`config.mk`:
```
export PLATFORM = sky130hd
export DESIGN_NAME = dsma_front
export DESIGN_NICKNAME = d
export VERILOG_FILES = /design/src/rtl/downsample_moving_average_unit_defines.svh /design/src/rtl/dsma_pkg.sv /design/src/rtl/dsma_front.sv
export SDC_FILE = /design/constraint.sdc
export NUM_CORES = 1
export LEC_CHECK = 0
export ABC_AREA = 0
export BUFFER_PORTS_ARGS = -buffer_cell sky130_fd_sc_hd__buf_4
export CAP_MARGIN = 20
export CORE_MARGIN = 2
export CORE_UTILIZATION = 40
export DETAILED_ROUTE_END_ITERATION = 8
export SYNTH_ARGS = -nofsm -noshare
export SYNTH_HDL_FRONTEND = slang
export SYNTH_SLANG_ARGS = --single-unit
```
`constraint.sdc`:
```
create_clock -name clk -period 2 [get_ports clk]
set_input_delay 0.4 -clock clk [delete_from_list [all_inputs] [get_ports clk]]
set_output_delay 0.4 -clock clk [all_outputs]
set_load 0.005 [all_outputs]
```
`src/rtl/downsample_moving_average_unit_defines.svh`:
```
// Assertion macros for the downsample moving average unit.
// Used by the top level; expects signals clk and rst in scope.
`ifndef DOWNSAMPLE_MOVING_AVERAGE_UNIT_DEFINES_SVH
`define DOWNSAMPLE_MOVING_AVERAGE_UNIT_DEFINES_SVH

// Same-cycle implication checked at every rising edge outside reset.
`define DSMA_ASSERT_NOW(label, ante, cons, msg) \
  label: assert property (@(posedge clk) disable iff (rst) (ante) |-> (cons)) \
    else $error(msg);

// Next-cycle implication checked at every rising edge outside reset.
`define DSMA_ASSERT_NEXT(label, ante, cons, msg) \
  label: assert property (@(posedge clk) disable iff (rst) (ante) |=> (cons)) \
    else $error(msg);

`endif

```
`src/rtl/dsma_pkg.sv`:
```
// Shared types and constants of the downsample moving average unit.
// No dependencies; imported by the top level, dsma_front, dsma_back and the testbench.
`default_nettype none
package dsma_pkg;

  localparam int CFG_W  = 17;
  localparam int MEAN_W = 48;
  localparam int POS_W  = 16;
  localparam int WIN_W  = 17;
  localparam int SMP_W  = 32;
  localparam int IDX_W  = 2;

  localparam logic [IDX_W-1:0] REG_SMOOTHING  = 2'd0;
  localparam logic [IDX_W-1:0] REG_MAX_POINTS = 2'd1;
  localparam logic [IDX_W-1:0] REG_CIRCULAR   = 2'd2;

  localparam logic ACT_LOAD  = 1'b0;
  localparam logic ACT_FETCH = 1'b1;

  localparam logic [CFG_W-1:0] SMOOTH_ONE = 17'h10000;
  localparam int               ROUND_HALF = 32768;

  localparam int QDEPTH = 4;
  localparam int QAW    = 2;

  typedef enum logic [1:0] {
    PH_LOADING,
    PH_OUTPUT,
    PH_DONE
  } phase_t;

  typedef enum logic [3:0] {
    ST_RUN,
    ST_CL_START,
    ST_CL_STRIDE,
    ST_CL_M_GO,
    ST_CL_M,
    ST_CL_MUL,
    ST_CL_FIN,
    ST_F_ADDR,
    ST_F_RD_A,
    ST_F_RD_B,
    ST_F_RD_C,
    ST_F_SUM,
    ST_F_DIV
  } state_t;

  typedef struct packed {
    logic             is_fetch;
    logic             final_sample;
    logic [SMP_W-1:0] sample;
  } cmd_t;

  typedef struct packed {
    logic empty;
    logic full;
  } fr_stat_t;

  typedef struct packed {
    logic [CFG_W-1:0] smoothing_frac;
    logic [CFG_W-1:0] max_points;
    logic             circular_mode;
  } cfg_t;

endpackage
`default_nettype wire

```
`src/rtl/dsma_front.sv`:
```
// Front end: accepts and classifies command transactions into a short queue.
// Depends on dsma_pkg.
`default_nettype none
module dsma_front (
  input  wire                         clk,
  input  wire                         rst,
  input  wire                         start,
  output logic                        busy,
  input  wire                         action,
  input  wire [dsma_pkg::SMP_W-1:0]   sample,
  input  wire                         final_sample,
  input  wire                         pop,
  output dsma_pkg::cmd_t              head,
  output dsma_pkg::fr_stat_t          stat
);
  import dsma_pkg::*;

  cmd_t         q [QDEPTH];
  logic [QAW-1:0] wp;
  logic [QAW-1:0] rp;
  logic [QAW:0]   cnt;
  logic           push;
  logic           take;

  assign stat.empty = cnt == '0;
  assign stat.full  = cnt == (QAW+1)'(QDEPTH);
  assign busy       = stat.full;
  assign push       = start && !stat.full;
  assign take       = pop && !stat.empty;
  assign head       = q[rp];

  always_ff @(posedge clk) begin
    if (rst) begin
      wp  <= '0;
      rp  <= '0;
      cnt <= '0;
    end else begin
      if (push) begin
        wp <= wp + 1'b1;
      end
      if (take) begin
        rp <= rp + 1'b1;
      end
      cnt <= cnt + (QAW+1)'(push) - (QAW+1)'(take);
    end
  end

  always_ff @(posedge clk) begin
    if (push) begin
      q[wp] <= '{is_fetch: action == ACT_FETCH, final_sample: final_sample,
                 sample: sample};
    end
  end

endmodule
`default_nettype wire

```
==> impl_metrics.env, run 1 <==
export IMPL_status="finished with violations"
export IMPL_violations="negative setup slack"
export IMPL_worst_setup_path_end_kind="output pin"
export IMPL_boundaryPins=75
export IMPL_r2r_setup_slack_ps=20
export IMPL_synth_area_leaders="edfxtp_1, mux4_2, dfxtp_1"
export IMPL_fin_skew_ps=6.84
export IMPL_synth_top_family_by_area="multiplexers"
export IMPL_drc_errors=0
export IMPL_setup_worst_path_end="head[27]"
export IMPL_pre_cts_ws_ps=-4.68
export IMPL_clk_pin_slew_ps=60
export IMPL_wl_mm=9.78
export IMPL_finalSetupViolations=34
export IMPL_area_delta_synth_final_pct=33.4
export IMPL_grt_max_degree=35
export IMPL_row_count=42
export IMPL_peakVddDrop_mv=0.664
export IMPL_yosys_area_share_simple_pct=1.91
export IMPL_p_sw_uw=2190
export IMPL_first_global_vias=2880
export IMPL_grt_overflow_total=0
export IMPL_power_uw=9760
export IMPL_r2r_start="cnt[2]$_SDFF_PP0_"
export IMPL_ant_nets=0
export IMPL_avgSynthCellArea_sq_um=23.7
export IMPL_hold_buffers=0
export IMPL_place_gp_congestion=0.664
export IMPL_crit_fanout=7
export IMPL_synth_compound_area_share_pct=0.598
export IMPL_fillCellCount=1051
export IMPL_hold_viol_final=0
export IMPL_seq_area_frac_synth_pct=78.3
export IMPL_synth_cells=230
export IMPL_hp_class="input port to flip-flop"
export IMPL_grt_use_total_pct=14.9
export IMPL_cts_sinks=145
export IMPL_antenna_found_initial=0
export IMPL_htreeDepth=4
export IMPL_pwr_share_comb_pct=26.0
export IMPL_clock_path_buffers=2
export IMPL_r2r_cells=9
export IMPL_die_h_microns=121
export IMPL_fmax_mhz=472
export IMPL_die_width_microns=121
export IMPL_layout_setup_ws_ps=-120
export IMPL_p_sw_share_pct=22.5
export IMPL_power_density_mw_per_mm2=1340
export IMPL_syn_nets=275
export IMPL_synthXorXnorAreaFrac_pct=0.483
export IMPL_max_cap_violations=0
export IMPL_yosysWarnings=0
export IMPL_grt_first_pass_wirelength_mm=15.5
export IMPL_rsz0062_at_grt="yes"
export IMPL_sequentialPowerShare_pct=38.7
export IMPL_synth_adder_area_share_pct=1.75
export IMPL_cts_tree="yes"
export IMPL_drt_iter0_drc=159
export IMPL_diodes=0
export IMPL_fin_cells=526
export IMPL_dr_pass1_iters=4
export IMPL_insertion_delay_ps=410
export IMPL_synth_cell_types=26
export IMPL_leakage_uw=0.00253
export IMPL_clkPwrFrac_pct=35.3
export IMPL_yosys_mux_area_fraction_pct=14.5
export IMPL_slew_violations=0
export IMPL_portBuffers=74
export IMPL_cp_required_ps=1600
export IMPL_startpoint_type="flip-flop"
export IMPL_wl_per_cell_microns=18.6
export IMPL_die_area_sq_mm=0.0146
export IMPL_fin_crit_sh_pct=106
export IMPL_syn_cell_area_sq_mm=0.00544
export IMPL_drive_gt1_share_pct=50.3
export IMPL_critical_path_class="flip-flop to output pin"
export IMPL_p_int_uw=7560
export IMPL_final_nets=382
export IMPL_initial_core_util_pct=41.1
export IMPL_vias_per_cell=4.90
export IMPL_timing_rr_end="cnt[2]$_SDFF_PP0_"
export IMPL_cts_root_buf="clkbuf_16"
export IMPL_netlist_area_leader_share_pct=75.0
export IMPL_via_count=2580
export IMPL_fp_coreArea_sq_mm=0.0132
export IMPL_max_slew_worst_pin_slew_ps=314
export IMPL_hpwl_mm=5.61
export IMPL_period_needed_ps=2120
export IMPL_maxSlewHeadroom_pct=79.1
export IMPL_yosysTopAreaCell="edfxtp_1"
export IMPL_cts_buffers=17
export IMPL_arrival_ps=1720
export IMPL_ys_ff_latch=145
export IMPL_dp_cells=484
cell usage after synthesis, drive strengths merged:
master / count
a21oi: 2
and2: 4
buf: 8
clkbuf: 2
dfxtp: 9
edfxtp: 136
fa: 1
ha: 6
inv: 8
mux2i: 1
mux4: 34
nand2: 1
nand2b: 2
nor2: 4
nor2b: 2
nor3: 1
nor3b: 1
o21ai: 2
o31ai: 1
or3: 2
xnor2: 2
xor2: 1
power by group through the flow:
stage	registers, uW	clock network (uW)	logic (uW)
2_1_floorplan	3800	0	1200
3_3_place_gp	3810	0	2040
3_5_place_dp	3830	0	2040
4_1_cts	3780	3520	2500
5_1_grt	3810	3660	2730
6_report	3780	3440	2530
critical path, stage by stage (launching register included):
cell and delay (ps):
dfxtp_4 380, buf_4 120, buf_12 120, mux4_2 540
buf_6 140
through the flow:
stage	util (%)	TNS, ps	hold slack (ps)	instance area (sq um)
after floorplan	-	-11.4	459	5470
after global placement	47.9	0	466	6340
after detailed placement	47.9	-4.68	477	6340
after CTS	54.4	-4360	160	7210
after global routing	54.8	-4950	162	7260
final	54.8	-2470	186	7260
area by class of cell:
type	count	area, sq um	area share (%)
Multi-Input combinational cell	67	1070	14.7
Sequential cell	145	4280	58.9
Clock buffer	19	433	5.96
Inverter	8	30.0	0.413
Tap cell	176	220	3.03
Clock inverter	13	215	2.96
Timing Repair Buffer	98	1020	14.1
state kept, by name, indices dropped and copies added, names as in the netlist, named ones only:
name  cells
cnt       3
wp        2
rp        2
q       136
cells in the final DEF, fill, tap and decap left out, types with 2 or more instances in the layout:
master and count:
clkinv_2 4, buf_12 8, mux4_2 34, and2_2 4
nor2_1 3, buf_4 53, o21ai_0 2, clkbuf_16 18
bufinv_16 6, dfxtp_4 2, nand2b_1 2, a21oi_1 2
clkbuf_1 2, ha_1 5, inv_1 8, dfxtp_1 4
clkinv_1 2, buf_6 34, nor2b_1 2, buf_16 2
edfxtp_1 136, dfxtp_2 3, or3_1 2
per-layer routing:
layer / vias up / share of wire (%) / track usage (%) / wire (microns)
met2: 68 / 52 / 24.0 / 5040
li1: 1169 / - / - / -
met4: 0 / 1.2 / 6.76 / 122
met1: 1331 / 42 / 17.9 / 4130
met3: 12 / 5.0 / 5.47 / 488
met5: - / 0 / 0 / 0
repair_timing:
action | 4_1_cts | 5_1_grt
gates resized for setup | 33 | 13
setup endpoints to repair | 35 | 35
buffers inserted | 6 | 2
pin swaps | 4 | 6
hold endpoints to repair | 0 | 0
gates cloned | 3 | 1
how the worst min path moves through the flow:
stage	start	end	cells past startpoint
floorplan	rp[1]$_SDFFE_PP0P_	flip-flop	2
global placement	rp[1]$_SDFFE_PP0P_	flip-flop	2
detailed placement	rp[1]$_SDFFE_PP0P_	flip-flop	2
CTS	sample[28]	q[1][28]$_DFFE_PP_	1
global route	sample[23]	q[1][23]$_DFFE_PP_	1
finish	sample[30]	q[2][30]$_DFFE_PP_	1
cells by family after synthesis:
group | count (synthesis)
AOI/OAI and AO/OA | 5
adders and majority gates | 7
DFF | 145
xor gates and xnor gates | 3
muxes | 35
buffers and inverters | 18
and+or+nand+nor | 17
No activity file was read; power rests on OpenSTA's default activity.
==> run 2, diff against run 1 <==
CELL_PAD_IN_SITES_DETAIL_PLACEMENT = 0   (was unset)
CELL_PAD_IN_SITES_GLOBAL_PLACEMENT = 1   (was unset)
PLACE_DENSITY_LB_ADDON = 0.1   (was unset)
==> impl_metrics.env, run 2 (synthesis gave the netlist of run 1 again) <==
export IMPL_status="finished with violations"
export IMPL_violations="negative setup slack"
export IMPL_path_buf_inv=2
export IMPL_cts_tree="yes"
export IMPL_leakage_uw=0.00241
export IMPL_area_delta_synth_final_pct=29.4
export IMPL_final_nets=377
export IMPL_r2r_start="cnt[0]$_SDFF_PP0_"
export IMPL_rsz0062_at_grt="yes"
export IMPL_fin_skew_ps=8.80
export IMPL_via_count=2530
export IMPL_clk_pin_slew_ps=60
export IMPL_cpPeakStageDelay_ps=540
export IMPL_wl_per_cell_microns=18.8
export IMPL_insertion_delay_ps=410
export IMPL_pre_cts_ws_ps=-51.0
export IMPL_cp_required_ps=1600
export IMPL_dr_pass1_iters=4
export IMPL_drc_errors=0
export IMPL_hold_viol_final=0
export IMPL_max_cap_violations=0
export IMPL_crit_chain="buf_12 -> mux4_2 -> buf_6"
export IMPL_die_width_microns=121
export IMPL_ant_nets=0
export IMPL_crit_fanout=8
export IMPL_period_needed_ps=2070
export IMPL_hold_ws_ps=181
export IMPL_slew_violations=0
export IMPL_diodes=0
export IMPL_seqCellArea_sq_mm=0.00428
export IMPL_portBuffers=74
export IMPL_grt_first_pass_wirelength_mm=15.4
export IMPL_first_global_vias=2731
export IMPL_hold_buffers=0
export IMPL_layout_common_cells="edfxtp_1, buf_4, mux4_2"
export IMPL_htreeDepth=4
export IMPL_largest_reg_flops=136
export IMPL_power_uw=8940
export IMPL_maxSlewHeadroom_pct=79.9
export IMPL_vias_per_cell=4.87
export IMPL_top_regs="q (136), cnt (3)"
export IMPL_power_density_mw_per_mm2=1270
export IMPL_holdCritStartpoint="sample[0]"
export IMPL_clock_path_buffers=2
export IMPL_fmax_mhz=483
export IMPL_fillCellCount=1101
export IMPL_boundaryPins=75
export IMPL_row_count=42
export IMPL_hp_class="input port to flip-flop"
export IMPL_grt_overflow_total=0
export IMPL_fp_coreArea_sq_mm=0.0132
export IMPL_mostFrequentLayoutCell="edfxtp_1"
export IMPL_initial_core_util_pct=41.1
export IMPL_drive_gt1_share_pct=50.4
export IMPL_finalSetupTns_ps=-1420
export IMPL_drt_iter0_drc=166
export IMPL_fin_crit_sh_pct=103
export IMPL_slowest_stage="mux4_2"
export IMPL_cts_root_buf="clkbuf_16"
export IMPL_die_h_microns=121
export IMPL_finalSetupViolations=34
export IMPL_largest_register="q"
export IMPL_place_gp_congestion=0.675
export IMPL_cp_top_family="multiplexers"
export IMPL_peakVddDrop_mv=0.706
export IMPL_startpoint_type="flip-flop"
export IMPL_fin_area_sq_mm=0.00705
export IMPL_placed_area_sq_mm=0.00633
export IMPL_hpwl_mm=5.95
export IMPL_critical_path_class="flip-flop to output pin"
export IMPL_multi_input_area_sq_mm=0.00109
export IMPL_wl_mm=9.76
export IMPL_worst_setup_path_end_kind="output pin"
export IMPL_grt_use_total_pct=14.9
export IMPL_cts_sinks=145
export IMPL_arrival_ps=1670
export IMPL_grt_max_degree=22
export IMPL_die_area_sq_mm=0.0146
export IMPL_cts_buffers=17
export IMPL_antenna_found_initial=0
export IMPL_max_slew_worst_pin_slew_ps=301
export IMPL_layout_setup_ws_ps=-68.7
==> run 2: cell count changes in the layout (fill, tap and decap cells not counted), sizes merged <==
cell / delta
buf: -4
bufinv: -5
clkbuf: -2
clkinvlp: +4
==> run 2: timing repair <==
item                                    4_1_cts  5_1_grt
buffers inserted                              4        0
endpoints found under the hold margin         0        0
pin swaps                                     5        2
endpoints found under the setup margin       35       36
cloned                                        2        0
gates resized for setup                      40        6
==> run 2: area by class of cell <==
class | instances | area share [%]
Timing Repair Buffer | 93 | 12.8
Sequential cell | 145 | 60.8
Clock inverter | 12 | 1.37
Inverter | 8 | 0.426
Multi-Input combinational cell | 67 | 15.5
Tap cell | 176 | 3.13
Clock buffer | 18 | 6.09
==> run 2: worst paths after layout <==
| path | to | slack (ps) | cells after the start |
|---|---|---|---|
| worst min-delay path | q[1][0]$_DFFE_PP_ | 180 | 1 |
| worst max register to register | cnt[2]$_SDFF_PP0_ | 40 | 9 |
| worst max-delay path | head[18] | -70 | 3 |
| worst min register to register | flip-flop | 500 | 2 |
==> run 2: stage by stage <==
step	util [%]	std cells
finish	53.2	519
floorplan	-	230
global placement	47.8	485
global route	53.2	519
CTS	53.4	521
detailed placement	47.8	485
==> run 2: metal layers <==
layer / routed length (microns) / GRT usage (%) / part of all wire [%] / vias to the layer above
met2: 4780 / 23.6 / 49 / 66
met4: 136 / 6.32 / 1.4 / 0
met1: 4400 / 19.0 / 45 / 1306
met5: 0 / 0 / 0 / -
met3: 448 / 5.05 / 4.6 / 12
li1: - / - / - / 1146
==> run 2: worst register-to-register path, cell delays in order (launching register included) <==
cell	delay, ps
dfxtp_4	370
o31ai_4	230
inv_1	100
ha_4	270
inv_2	40
ha_4	150
fa_2	350
xnor2_2	140
xnor2_1	160
nor2_1	50
==> run 2: power breakdown <==
part	internal, uW	switching, uW
clock network	1670	1130
logic	1410	907
registers	3670	139
